$ cat config.mk
export PLATFORM = sky130hd
export DESIGN_NAME = pfr_modulo
export DESIGN_NICKNAME = d
export VERILOG_FILES = /design/src/hw/rtl/pfr_pkg.sv /design/src/hw/rtl/pfr_modulo.sv
export SDC_FILE = /design/constraint.sdc
export NUM_CORES = 1
export LEC_CHECK = 0
export ABC_CLOCK_PERIOD_IN_PS = 3650
export BUFFER_PORTS_ARGS = -buffer_cell sky130_fd_sc_hd__buf_2
export CAP_MARGIN = 20
export CORE_MARGIN = 5
export CORE_UTILIZATION = 50
export CTS_BUF_LIST = sky130_fd_sc_hd__clkbuf_16
export CTS_CLUSTER_SIZE = 12
export DETAILED_ROUTE_END_ITERATION = 10
export GPL_TIMING_DRIVEN = 0
export PLACE_DENSITY_LB_ADDON = 0.25
export SYNTH_ARGS = -nofsm -noshare
export SYNTH_HDL_FRONTEND = slang
export SYNTH_SLANG_ARGS = --single-unit
$ cat constraint.sdc
create_clock -name clk -period 3.65 [get_ports clk]
set_input_delay 0.5475 -clock clk [delete_from_list [all_inputs] [get_ports clk]]
set_output_delay 0.5475 -clock clk [all_outputs]
set_load 0.005 [all_outputs]
$ cat src/hw/rtl/pfr_pkg.sv
// ----------------------------------------------------------------------------
// pfr_pkg
// shared types, codes and helpers of the page frame replacement engine
// ----------------------------------------------------------------------------
package pfr_pkg;

  localparam int FRAMES_DEF = 64;
  localparam int PAGE_W     = 10;
  localparam int FRAME_W    = 6;
  localparam int PERM_W     = 2;
  localparam int STAMP_W    = 32;
  localparam int CNT_W      = 32;
  localparam int LFSR_W     = 16;
  localparam int POL_W      = 2;
  localparam int FIU_W      = 7;
  localparam int CFG_IDX_W  = 2;
  localparam int CFG_DATA_W = 16;

  localparam logic [LFSR_W-1:0] LFSR_MASK = 16'hB400;

  // victim policy codes
  localparam logic [POL_W-1:0] POL_RANDOM = 2'd0;
  localparam logic [POL_W-1:0] POL_FIFO   = 2'd1;
  localparam logic [POL_W-1:0] POL_LRU    = 2'd2;

  // register indexes
  localparam logic [CFG_IDX_W-1:0] REG_POLICY = 2'd0;
  localparam logic [CFG_IDX_W-1:0] REG_FRAMES = 2'd1;
  localparam logic [CFG_IDX_W-1:0] REG_SEED   = 2'd2;

  localparam logic [PERM_W-1:0] PERM_NONE = 2'd0;
  localparam logic [PERM_W-1:0] PERM_R    = 2'd1;
  localparam logic [PERM_W-1:0] PERM_RW   = 2'd3;

  // search token handed from cell to cell
  typedef struct packed {
    logic               free_found;
    logic               vic_valid;
    logic [STAMP_W-1:0] vic_stamp;
    logic [PAGE_W-1:0]  vic_owner;
    logic               vic_wr;
  } tok_t;

  // frame update broadcast to the cells
  typedef struct packed {
    logic               en;
    logic               set_stamp;
    logic               writable;
    logic [PAGE_W-1:0]  owner;
    logic [STAMP_W-1:0] stamp;
  } wr_t;

  function automatic logic [LFSR_W-1:0] lfsr_step(input logic [LFSR_W-1:0] s);
    logic [LFSR_W-1:0] n;
    n = s[0] ? ((s >> 1) ^ LFSR_MASK) : (s >> 1);
    if (n == '0) begin
      n = LFSR_W'(1);
    end
    return n;
  endfunction

endpackage

$ cat src/hw/rtl/pfr_modulo.sv
// ----------------------------------------------------------------------------
// pfr_modulo
// bit-serial remainder of the lfsr word by the active frame count
// ----------------------------------------------------------------------------
module pfr_modulo #(
  parameter int NW = 7
) (
  input  logic                       clk,
  input  logic                       rst_n,
  input  logic                       start,
  input  logic [pfr_pkg::LFSR_W-1:0] dividend,
  input  logic [NW-1:0]              divisor,
  output logic                       done,
  output logic [NW-1:0]              rem
);
  import pfr_pkg::*;

  localparam int SW = $clog2(LFSR_W + 1);

  logic [SW-1:0]     steps_r, steps_nxt;
  logic [LFSR_W-1:0] sh_r, sh_nxt;
  logic [NW-1:0]     rem_r, rem_nxt;
  logic [NW:0]       trial;

  always_comb begin
    trial     = {rem_r, sh_r[LFSR_W-1]};
    steps_nxt = steps_r;
    sh_nxt    = sh_r;
    rem_nxt   = rem_r;
    if (start) begin
      steps_nxt = SW'(LFSR_W);
      sh_nxt    = dividend;
      rem_nxt   = '0;
    end else if (steps_r != '0) begin
      steps_nxt = steps_r - SW'(1);
      sh_nxt    = sh_r << 1;
      if (trial >= {1'b0, divisor}) begin
        rem_nxt = NW'(trial - {1'b0, divisor});
      end else begin
        rem_nxt = NW'(trial);
      end
    end
  end

  always_ff @(posedge clk) begin
    if (!rst_n) begin
      steps_r <= '0;
    end else begin
      steps_r <= steps_nxt;
    end
    sh_r  <= sh_nxt;
    rem_r <= rem_nxt;
  end

  assign done = (steps_r == '0) && !start;
  assign rem  = rem_r;

endmodule

==> run metrics <==
Routed WL=3050 µm; crit path DAT=2470 ps; Hold WS=534 ps; ys async rst share=0%; critical path fanouts, max=17; Pwr Density=about 710 nW/µm²; htree depth=1; Rows=20; Setup Viol. Count Final=0; setup TNS=0 ps; worst vdd ir=0.324 mV; layout cells sized above 1=34.8%; Worst Clk Skew=3.43 ps; FILL cells=roughly 250; routability cong.=0.800; Netlist Area Pre-Place=1550 µm²; final instance area=~1900 µm²; largest net degree at the start of global routing=18; sequential cell area=just over 700 µm²; Post-synth EDFFs=16; CTS max path bufs=2; top-area cell type share of the netlist area=31.0%; Starting Density=51.5%; Nets=214; number of buffers added on ports=33; leading area contributor after synthesis=edfxtp_1; top achievable clock speed=331 MHz; max_cap viols=0; final hold viol count=0; vias in the first global route=between 1000 and 1500; clk sink count=28; routed via count=~1200; die area=roughly 4300 µm²; sequential share of the synthesized area=46.6%; cts hold-fix bufs=0; drt wl/cell=around 14 µm; initial antenna violation count=0; chip height=65.6 µm; Syn-to-layout area delta=20.1%; Synth Flop Type=edfxtp_1; IO Pins=34; Post-synth top cells=edfxtp_1 (16), mux2_2 (16), inv_1 (13), dfxtp_1 (12), nor2_1 (11); Final HPWL DP=2350 µm; RSZ-0062 raised after global routing=false; worst setup margin=between 600 and 700 ps; WP data required=3100 ps; first-pass GRT wire length=4970 µm; cell leakage power=roughly 0.00082 µW; syn avg cell area=11.0 µm²; total CTS buffers=3; syn nets=176; Die X=65.6 µm; path type of the worst setup path=flip-flop to output port; Worst Setup EP=done; outcome=finished clean; Congestion Overflow GR=0; CP Launch Type=flip-flop; Slew Limit Fails=0; Worst Setup SP=steps_r[0]$_SDFFE_PP0P_; CTS-repair resized insts=0; min-delay src=steps_r[4]$_SDFFE_PN0N_; Worst slew margin=54.2%; r2r setup slk=approximately 1200 ps; worst skew pair latency=260 ps; slew at the pin with the worst max-slew slack=685 ps; Ant. Diodes=0; routed vias/inst=5.47; CP Capture Type=output port; core footprint=3000 µm²; Root Buffer=clkbuf_16; top cells by area, synth=edfxtp_1 (31%), dfxtp_1 (16%), mux2_2 (12%), ha_1 (6.5%), inv_1 (3.2%); clk slew on worst S/H paths=60 ps; R2R depth=9; 1st-iter DRT viols=between 70 and 80; Tmin final=3020 ps; pre-CTS setup slack=about 940 ps; GRT Resource Usage Total=14.7%; drt drc=0; Hold Path Class=flip-flop to flip-flop; CTS tree=done; Multi-input gate area=754 µm²; Gate Count Post-Synth=~140; Synthesis Warnings=0; Reg-to-Reg End=rem[0]$_SDFFE_PP0P_; Final ANT Viol Nets=0; Distinct cells, synth=36; postcts setup bufs=0; DP Area=1750 µm²; #FFs+latches synth=28; Tcrit/Tclk final=82.7%; drt pass-1 iters=4; r2r startpoint=sh_r[15]$_DFFE_PN_
[per-stage QoR]
| step | instances | utilization [%] | total power [µW] |
|---|---|---|---|
| after floorplan | 141 | - | 872 |
| after global placement | 207 | 58.4 | 990 |
| after detailed placement | 207 | 58.4 | 1010 |
| after CTS | 211 | 61.9 | 1330 |
| after global routing | 211 | 61.9 | 1420 |
| final | 211 | 61.9 | 1320 |
[power by group]
group	internal (µW)	switching, µW	total [µW]
Combinational	252	284	537
Clock	218	96.1	314
Sequential	424	49.0	473
Total	894	429	1320
[worst min path at each step]
| stage | end | slack, ps | cells after the start |
|---|---|---|---|
| after global routing | steps_r[4]$_SDFFE_PN0N_ | 560 | 2 |
| after CTS | steps_r[3]$_SDFFE_PP0P_ | 530 | 2 |
| after detailed placement | rem[2]$_SDFFE_PP0P_ | 510 | 2 |
| final | steps_r[4]$_SDFFE_PN0N_ | 530 | 2 |
| after global placement | steps_r[3]$_SDFFE_PP0P_ | 500 | 2 |
| after floorplan | steps_r[3]$_SDFFE_PP0P_ | 480 | 2 |
[final cells by class]
class | count | share of cell area (%)
plain buffers | 4 | 1.28
clock buffers | 3 | 4.04
clock inverters | 1 | 1.62
inverters | 13 | 2.62
multi-input cells | 96 | 40.6
flip-flops and latches | 28 | 38.8
well taps | 33 | 2.22
repair buffers | 33 | 8.88
[flip-flops by register name, indices dropped and copies added (netlist names)]
register / count
rem: 7
steps_r: 5
sh_r: 16
[critical path, cell delays in order (launching register included)]
cell and delay [ps]:
dfxtp_1 310, inv_1 100, ha_1 210, or3b_1 400, nor2_1 390, nand2_1 540, inv_1 140, buf_2 130
[metal layers]
metal | part of all wire, % | GRT usage, %
met3 | 5.6 | 2.22
met5 | 0 | 0
met2 | 52 | 27.9
met4 | 0.62 | 3.89
met1 | 41 | 16.8
[cell families (layout without fill, tap and decap cells)]
kind of cell / count (synthesis) / count (layout) / synth area share [%]
and+or+nand+nor: 31 / 31 / 9.70
AOI/OAI and AO/OA: 29 / 29 / 13.1
DFF: 28 / 28 / 46.6
muxes: 20 / 20 / 14.2
buffers and inverters: 17 / 54 / 4.69
adders and majority gates: 9 / 9 / 7.76
xor gates and xnor gates: 7 / 7 / 3.96
[cell usage in the layout (no fill, tap or decap), types with 2 or more instances in the layout]
cell       netlist  final
a211oi_1         4      4
a211oi_2         2      2
a21oi_1          9      9
buf_2            1     34
clkbuf_1         2      2
clkbuf_16        0      3
dfxtp_1         12     12
edfxtp_1        16     16
ha_1             8      8
inv_1           13     13
mux2_2          16     16
mux2i_1          4      4
nand2_1          5      5
nand3_1          3      3
nor2_1          11     11
nor2b_1          2      2
nor3_1           3      3
o21ai_0          6      6
xnor2_1          4      4
xor2_1           3      3
Note: power is estimated with default switching activity, not from simulation.
