**config.mk**
```make
export PLATFORM = sky130hd
export DESIGN_NAME = pfr_cell
export DESIGN_NICKNAME = d
export VERILOG_FILES = /design/src/hw/rtl/pfr_pkg.sv /design/src/hw/rtl/pfr_cell.sv
export SDC_FILE = /design/constraint.sdc
export NUM_CORES = 1
export LEC_CHECK = 0
export ABC_AREA = 1
export BUFFER_PORTS_ARGS = -buffer_cell sky130_fd_sc_hd__buf_2
export CAP_MARGIN = 20
export CORE_MARGIN = 2
export CORE_UTILIZATION = 43
export CTS_CLUSTER_SIZE = 25
export DETAILED_ROUTE_END_ITERATION = 10
export PLACE_DENSITY = 0.76
export SYNTH_ARGS = -nofsm -noshare
export SYNTH_HDL_FRONTEND = slang
export SYNTH_SLANG_ARGS = --single-unit
```
**constraint.sdc**
```tcl
create_clock -name clk -period 1.7 [get_ports clk]
set_input_delay 0.17 -clock clk [delete_from_list [all_inputs] [get_ports clk]]
set_output_delay 0.17 -clock clk [all_outputs]
set_load 0.02 [all_outputs]
```
**src/hw/rtl/pfr_pkg.sv**
```systemverilog
// ----------------------------------------------------------------------------
// pfr_pkg
// shared types, codes and helpers of the page frame replacement engine
// ----------------------------------------------------------------------------
package pfr_pkg;

  localparam int FRAMES_DEF = 64;
  localparam int PAGE_W     = 10;
  localparam int FRAME_W    = 6;
  localparam int PERM_W     = 2;
  localparam int STAMP_W    = 32;
  localparam int CNT_W      = 32;
  localparam int LFSR_W     = 16;
  localparam int POL_W      = 2;
  localparam int FIU_W      = 7;
  localparam int CFG_IDX_W  = 2;
  localparam int CFG_DATA_W = 16;

  localparam logic [LFSR_W-1:0] LFSR_MASK = 16'hB400;

  // victim policy codes
  localparam logic [POL_W-1:0] POL_RANDOM = 2'd0;
  localparam logic [POL_W-1:0] POL_FIFO   = 2'd1;
  localparam logic [POL_W-1:0] POL_LRU    = 2'd2;

  // register indexes
  localparam logic [CFG_IDX_W-1:0] REG_POLICY = 2'd0;
  localparam logic [CFG_IDX_W-1:0] REG_FRAMES = 2'd1;
  localparam logic [CFG_IDX_W-1:0] REG_SEED   = 2'd2;

  localparam logic [PERM_W-1:0] PERM_NONE = 2'd0;
  localparam logic [PERM_W-1:0] PERM_R    = 2'd1;
  localparam logic [PERM_W-1:0] PERM_RW   = 2'd3;

  // search token handed from cell to cell
  typedef struct packed {
    logic               free_found;
    logic               vic_valid;
    logic [STAMP_W-1:0] vic_stamp;
    logic [PAGE_W-1:0]  vic_owner;
    logic               vic_wr;
  } tok_t;

  // frame update broadcast to the cells
  typedef struct packed {
    logic               en;
    logic               set_stamp;
    logic               writable;
    logic [PAGE_W-1:0]  owner;
    logic [STAMP_W-1:0] stamp;
  } wr_t;

  function automatic logic [LFSR_W-1:0] lfsr_step(input logic [LFSR_W-1:0] s);
    logic [LFSR_W-1:0] n;
    n = s[0] ? ((s >> 1) ^ LFSR_MASK) : (s >> 1);
    if (n == '0) begin
      n = LFSR_W'(1);
    end
    return n;
  endfunction

endpackage

```
**src/hw/rtl/pfr_cell.sv**
```systemverilog
// ----------------------------------------------------------------------------
// pfr_cell
// one frame: holds its state and updates the passing search token
// ----------------------------------------------------------------------------
module pfr_cell #(
  parameter int INDEX = 0,
  parameter int IW    = 6,
  parameter int NW    = 7
) (
  input  logic                 clk,
  input  logic                 rst_n,
  input  logic [NW-1:0]        n_act,
  input  logic [pfr_pkg::POL_W-1:0] pol,
  input  logic [IW-1:0]        rnd_idx,
  input  pfr_pkg::tok_t        tok_i,
  input  logic [IW-1:0]        free_idx_i,
  input  logic [IW-1:0]        vic_idx_i,
  output pfr_pkg::tok_t        tok_o,
  output logic [IW-1:0]        free_idx_o,
  output logic [IW-1:0]        vic_idx_o,
  input  pfr_pkg::wr_t         wr,
  input  logic [IW-1:0]        wr_idx
);
  import pfr_pkg::*;

  localparam logic [IW-1:0] MY = IW'(INDEX);

  logic               busy_r;
  logic               writable_r;
  logic [STAMP_W-1:0] stamp_r;
  logic [PAGE_W-1:0]  owner_r;
  tok_t               tok_r, tok_nxt;
  logic [IW-1:0]      free_idx_r, free_idx_nxt;
  logic [IW-1:0]      vic_idx_r, vic_idx_nxt;
  logic               act, take_free, take_vic, hit;

  assign act = NW'(INDEX) < n_act;
  assign hit = wr.en && (wr_idx == MY);

  always_comb begin
    take_free = act && !busy_r && !tok_i.free_found;
    case (pol)
      POL_RANDOM: take_vic = act && (MY == rnd_idx);
      POL_LRU:    take_vic = act && (!tok_i.vic_valid || stamp_r <= tok_i.vic_stamp);
      default:    take_vic = act && (!tok_i.vic_valid || stamp_r < tok_i.vic_stamp);
    endcase
    tok_nxt      = tok_i;
    free_idx_nxt = free_idx_i;
    vic_idx_nxt  = vic_idx_i;
    if (take_free) begin
      tok_nxt.free_found = 1'b1;
      free_idx_nxt       = MY;
    end
    if (take_vic) begin
      tok_nxt.vic_valid = 1'b1;
      tok_nxt.vic_stamp = stamp_r;
      tok_nxt.vic_owner = owner_r;
      tok_nxt.vic_wr    = writable_r;
      vic_idx_nxt       = MY;
    end
  end

  always_ff @(posedge clk) begin
    if (!rst_n) begin
      busy_r     <= 1'b0;
      writable_r <= 1'b0;
      stamp_r    <= '0;
    end else if (hit) begin
      busy_r     <= 1'b1;
      writable_r <= wr.writable;
      if (wr.set_stamp) begin
        stamp_r <= wr.stamp;
      end
    end
  end

  always_ff @(posedge clk) begin
    if (hit) begin
      owner_r <= wr.owner;
    end
    tok_r      <= tok_nxt;
    free_idx_r <= free_idx_nxt;
    vic_idx_r  <= vic_idx_nxt;
  end

  assign tok_o      = tok_r;
  assign free_idx_o = free_idx_r;
  assign vic_idx_o  = vic_idx_r;

endmodule

```
==> results.sh, run 1 <==
export IMPL_setup_viol=50
export IMPL_yosysSeqAreaShare=0.491
export IMPL_synth_compound_area_frac=0.0831
export IMPL_clkTransAtPathRegs_ns=0.10
export IMPL_synth_area_leaders="dfxtp_1 (42%), nand2_1 (11%), ha_1 (9.3%)"
export IMPL_synth_top_flop_cell="dfxtp_1"
export IMPL_p_sw_uw=1240
export IMPL_cp_max_fo=20
export IMPL_placed_cells=873
export IMPL_htreeDepth=3
export IMPL_clkPwrFrac=0.311
export IMPL_tritoncts="done"
export IMPL_fin_cells=927
export IMPL_synth_edf_count=10
export IMPL_p_sw_frac=0.273
export IMPL_synth_top_family_by_area="simple AND/OR/NAND/NOR gates"
export IMPL_p_leak_uw=0.00340
export IMPL_yosys_area_share_adder=0.0926
export IMPL_maxSlewViolCount=0
export IMPL_period_needed_ns=1.91
export IMPL_core_area_sq_um=9770
export IMPL_final_setup_tns_ns=-7.15
export IMPL_worstPathArrival_ns=2.17
export IMPL_synth_simple_area_share=0.255
export IMPL_slew_headroom=0.610
export IMPL_rsz0062_at_grt="yes"
export IMPL_syn_area_per_cell_sq_um=8.05
export IMPL_synth_xor_area_frac=0
export IMPL_netlist_area_leader_share=0.422
export IMPL_ys_ff_latch=101
export IMPL_drive_gt1_frac=0.361
export IMPL_rows=36
export IMPL_synth_area_sq_um=4320
export IMPL_cp_start_kind="flop"
export IMPL_clockRootBuffer="clkbuf_8"
export IMPL_grt_pass1_vias=4577
export IMPL_die_width_um=104
export IMPL_wl_per_cell_um=14.1
export IMPL_violations="setup timing"
export IMPL_tightestPinTransition_ns=0.584
export IMPL_cts_sinks=101
export IMPL_hp_class="primary input to flop"
export IMPL_clockBufferDepth=2
export IMPL_fin_nets=944
export IMPL_post_place_ws_ns=-0.230
export IMPL_clock_skew_final_ns=0.0156
export IMPL_netlist_top_cell_by_area="dfxtp_1"
export IMPL_power_total_uw=4570
export IMPL_timing_worst_setup_path_type="flop to flop"
export IMPL_synth_mux_area_frac=0
export IMPL_die_h_um=104
export IMPL_ant_nets=0
export IMPL_vias_per_cell=4.84
export IMPL_drt_wl_total_mm=13.0
export IMPL_ioPinCount=182
export IMPL_vias=4488
export IMPL_p_per_area_nw_per_um2=712
export IMPL_power_frac_comb=0.144
export IMPL_synth_cell_types=27
export IMPL_crit_path_end_kind="flop"
export IMPL_gp_congestion=0.857
export IMPL_yosysMostFrequentCell="nand2_1"
export IMPL_intPower_uw=3320
export IMPL_finalHoldViolations=0
export IMPL_grt_pass1_wl_mm=20.6
export IMPL_worstPathRequired_ns=1.96
export IMPL_numCtsBuffers=9
export IMPL_yosys_top_cells_count="nand2_1 (129), dfxtp_1 (91), nor2_1 (77)"
export IMPL_nFillCells=827
export IMPL_setup_slack_ns=-0.206
export IMPL_grt_max_degree=35
export IMPL_syn_inst=537
export IMPL_yosys_warnings=0
export IMPL_gr_total_overflow=0
export IMPL_die_area_sq_um=10900
export IMPL_pwr_share_seq=0.545
export IMPL_worstSkewPairLatency_ns=0.37
export IMPL_ir_drop_mv=0.489
export IMPL_area_delta_synth_final_pct=48.3
export IMPL_dr_pass1_iters=4
export IMPL_async_flop_share=0
export IMPL_max_freq_mhz=525
export IMPL_start_util=0.442
export IMPL_fin_crit_sh=1.12
export IMPL_synthesis_nets=694
export IMPL_drc=0
export IMPL_first_iter_violations=193
export IMPL_grt_antenna_before_repair=2
export IMPL_grtUsageTotal=0.235
export IMPL_maxCapViolations=0
export IMPL_dpl_hpwl_mm=8.76
export IMPL_io_buffers=181
export IMPL_status="complete, but fails checks"
worst paths after layout:
kind	slack (ns)	start	end	cells past startpoint
worst min-delay path	0.01	tok_i[43]	tok_o[43]	3
worst min register to register	0.48	stamp_r[0]	tok_o[11]	2
worst max register to register	-0.21	stamp_r[15]	tok_o[5]	12
worst max-delay path	-0.21	stamp_r[15]	tok_o[5]	12
worst max-delay path, cell delays in order (launching register included):
cell,delay [ns]
dfxtp_1,0.33
ha_1,0.29
nand2_1,0.05
inv_1,0.07
nand3_1,0.10
nor2_2,0.13
nor2b_2,0.18
a21oi_2,0.08
nand2_4,0.15
nand2_8,0.09
buf_12,0.17
nand2_1,0.09
nand2_1,0.06
cells by family (layout without fill, tap and decap cells):
family                     count (synthesis)  in the layout
AOI/OAI and AO/OA                         64             64
adders and majority gates                 32             32
buffers and inverters                     75            330
DFF                                      101            101
other                                      0              2
and+or+nand+nor                          265            265
sequential cells by signal, summed over array words and instances, names as in the netlist:
register / count
writable_r: 1
tok_o: 45
busy_r: 1
owner_r: 10
free_idx_o: 6
stamp_r: 32
vic_idx_o: 6
power by group through the flow:
stage | Clock (uW) | Combinational (uW) | Sequential, uW
5_1_grt | 1530 | 720 | 2500
4_1_cts | 1440 | 625 | 2490
6_report | 1420 | 659 | 2490
3_5_place_dp | 0 | 549 | 2540
3_3_place_gp | 0 | 539 | 2540
2_1_floorplan | 0 | 184 | 2630
layer usage:
metal | vias up | GRT usage | part of all wire
met2 | 156 | 0.422 | 0.51
met4 | 0 | 0.130 | 0.043
met3 | 47 | 0.0420 | 0.049
li1 | 2222 | - | -
met1 | 2063 | 0.260 | 0.40
met5 | - | 0 | 0
metrics by stage:
stage | utilization | hold WS (ns) | area (sq um)
2_1_floorplan | - | 0.262 | 4320
3_3_place_gp | 0.576 | 0.348 | 5630
3_5_place_dp | 0.576 | 0.348 | 5630
4_1_cts | 0.644 | 0.000732 | 6300
5_1_grt | 0.656 | 0.00703 | 6410
6_report | 0.656 | 0.0136 | 6410
cells in the final DEF, fill, tap and decap left out, types with 3 or more instances in the layout:
master / synthesis / layout
nand3_1: 46 / 42
a21oi_1: 15 / 13
a21boi_2: 0 / 5
buf_4: 9 / 41
dlygate4sd3_1: 0 / 33
ha_1: 32 / 24
o21ai_1: 0 / 3
nand2_1: 129 / 123
clkbuf_8: 0 / 9
dfxtp_2: 0 / 7
o21ai_0: 37 / 34
nand3_2: 0 / 4
clkinv_4: 0 / 3
nor2_1: 77 / 75
edfxtp_1: 10 / 10
nand2_2: 3 / 7
dfxtp_1: 91 / 84
inv_1: 52 / 52
buf_12: 0 / 4
o21a_1: 3 / 3
ha_4: 0 / 8
buf_2: 6 / 181
layout make-up:
cell class / instances / area, sq um / area share
tap: 133 / 166 / 0.0260
multi-input combinational: 361 / 2060 / 0.322
timing repair buffer: 262 / 1680 / 0.261
antenna: 2 / 5.00 / 0.000781
clock inverter: 6 / 48.8 / 0.00761
sequential: 101 / 2130 / 0.332
clock buffer: 10 / 128 / 0.0199
inverter: 52 / 195 / 0.0304
what timing repair did:
| item | CTS | global route |
|---|---|---|
| endpoints found under the setup margin | 50 | 50 |
| pin swaps | 1 | 8 |
| setup buffers | 2 | 0 |
| endpoints found under the hold margin | 33 | 0 |
| hold buffers | 33 | 0 |
| gates resized for setup | 29 | 25 |
| cloned | 1 | 1 |
No activity file was read; power rests on OpenSTA's default activity.
==> run 2, diff against run 1 <==
- CAP_MARGIN: 20 -> 25
- CORE_MARGIN: 2 -> 3
- CTS_BUF_LIST: default -> sky130_fd_sc_hd__clkbuf_16
==> run 2 against run 1 <==
The run still ends with setup timing left. Critical path depth shrank 1. Design area rose by 3.9%. Count of clock-buffer cells in the layout shrank 1. Non-clock buffer count down 19. Clock power increased by 37%. Fmax increased by 1.4%. Sequential cell count is the same.
==> results.sh, run 2 (synthesis results as in run 1) <==
export IMPL_crit_path_end_kind="flop"
export IMPL_grt_max_degree=35
export IMPL_maxCapViolations=0
export IMPL_critPathMaxStageDelay_ns=0.32
export IMPL_fin_util=0.701
export IMPL_rr_worst_depth=11
export IMPL_clockRootBuffer="clkbuf_16"
export IMPL_layout_commonest_cell="buf_2"
export IMPL_dr_pass1_iters=5
export IMPL_drt_wl_total_mm=13.5
export IMPL_period_needed_ns=1.88
export IMPL_violations="setup timing"
export IMPL_dpl_hpwl_mm=9.14
export IMPL_drc=0
export IMPL_fin_crit_sh=1.11
export IMPL_p_per_area_nw_per_um2=764
export IMPL_fin_cells=902
export IMPL_placed_cells=870
export IMPL_rsz0062_at_grt="yes"
export IMPL_tightestPinTransition_ns=0.597
export IMPL_wl_per_cell_um=15.0
export IMPL_area_delta_synth_final_pct=54.1
export IMPL_start_util=0.455
export IMPL_max_freq_mhz=532
export IMPL_mostFrequentLayoutCells="buf_2 (181), nand2_1 (123), dfxtp_1 (84)"
export IMPL_cts_sinks=101
export IMPL_p_leak_uw=0.00345
export IMPL_io_buffers=181
export IMPL_grt_pass1_vias=4212
export IMPL_cpMostUsedCell="nand2_1"
export IMPL_min_from="free_idx_i[0]"
export IMPL_grt_pass1_wl_mm=19.7
export IMPL_vias=4384
export IMPL_hp_class="primary input to flop"
export IMPL_gr_total_overflow=0
export IMPL_cp_max_fo=8
export IMPL_numCtsBuffers=9
export IMPL_cp_startpoint="stamp_r[31]"
export IMPL_gp_congestion=0.854
export IMPL_cp_slowest_cell="dfxtp_1"
export IMPL_clockBufferDepth=2
export IMPL_die_area_sq_um=11300
export IMPL_clkTransAtPathRegs_ns=0.07
export IMPL_grtUsageTotal=0.219
export IMPL_path_cells="ha_1 > nand2_1 > nor3_2 > and2b_1 > nand2_1 > nand2_1 > nand2_2 > buf_12 > clkbuf_16 > nand3_2 > nand2_1"
export IMPL_final_setup_tns_ns=-7.84
export IMPL_worstPathRequired_ns=1.94
export IMPL_maxSlewViolCount=0
export IMPL_vias_per_cell=4.86
export IMPL_die_h_um=106
export IMPL_first_iter_violations=188
export IMPL_power_total_uw=5090
export IMPL_clock_skew_final_ns=0.00710
export IMPL_r2r_setup_slack_ns=-0.18
export IMPL_worstPathArrival_ns=2.12
export IMPL_fin_nets=925
export IMPL_nFillCells=787
export IMPL_timing_rr_start="stamp_r[31]"
export IMPL_core_area_sq_um=9500
export IMPL_htreeDepth=3
export IMPL_antenna_cells=0
export IMPL_slew_headroom=0.602
export IMPL_grt_antenna_before_repair=0
export IMPL_largest_reg_flops=45
export IMPL_rows=35
export IMPL_timing_worst_setup_path_type="flop to flop"
export IMPL_status="complete, but fails checks"
export IMPL_finalHoldViolations=0
export IMPL_r2r_end="tok_o[8]"
export IMPL_setup_slack_ns=-0.179
export IMPL_tritoncts="done"
export IMPL_ir_drop_mv=0.491
export IMPL_min_to="free_idx_o[0]"
export IMPL_ioPinCount=182
export IMPL_ant_nets=0
export IMPL_cp_start_kind="flop"
export IMPL_worstSkewPairLatency_ns=0.34
export IMPL_hold_depth=3
export IMPL_setup_viol=50
export IMPL_drive_gt1_frac=0.432
export IMPL_die_width_um=106
## run 2: worst max-delay path by stage
stage                           end  slack, ns  cells past startpoint
final                      tok_o[8]      -0.18                     11
after global routing       tok_o[1]      -0.30                     11
after CTS                 tok_o[15]      -0.18                     12
after detailed placement  tok_o[33]      -0.22                     12
after global placement    tok_o[42]      -0.15                     11
after floorplan           tok_o[32]      0.003                     12
## run 2: routing by layer
metal  track usage  wire length, um  up-vias
li1              -                -     2184
met1         0.263             5320     2014
met2         0.386             7020      157
met3        0.0468              862       29
met4        0.0731              322        0
met5             0                0        -
## run 2: stage by stage
stage | hold WS, ns | area (sq um) | setup WS [ns]
6_report | 0.00929 | 6660 | -0.179
2_1_floorplan | 0.262 | 4320 | 0.00287
3_3_place_gp | 0.348 | 5620 | -0.153
5_1_grt | 0.00370 | 6660 | -0.297
3_5_place_dp | 0.348 | 5620 | -0.222
4_1_cts | 0.000781 | 6110 | -0.177
## run 2: final cells by class
class	instances	area [sq um]	area share
multi-input combinational	361	2300	0.345
sequential	101	2130	0.320
timing repair buffer	243	1590	0.238
clock buffer	9	225	0.0338
inverter	52	195	0.0293
tap	129	161	0.0242
clock inverter	7	58.8	0.00883
## run 2: what timing repair did
item / in CTS / in global routing
buffers inserted: 1 / 0
hold buffers: 7 / 0
setup endpoints to repair: 50 / 50
gates cloned: 1 / 7
endpoints found under the hold margin: 7 / 0
resized for setup: 25 / 77
pin swaps: 6 / 40
## run 2: critical path, delay by kind of cell, from the launching register on
| family | cells | cell delay [ns] |
|---|---|---|
| buffers and inverters | 2 | 0.34 |
| adder cells (fa/ha/maj) | 1 | 0.29 |
| AND/OR/NAND/NOR | 8 | 0.82 |
| flip-flops | 1 | 0.32 |
## run 2: report_power, final
group | leakage, uW | total, uW | internal (uW) | switching [uW]
clock network | 0.000140 | 1950 | 1010 | 936
registers | 0.000839 | 2490 | 2470 | 19.4
logic | 0.00247 | 647 | 284 | 364
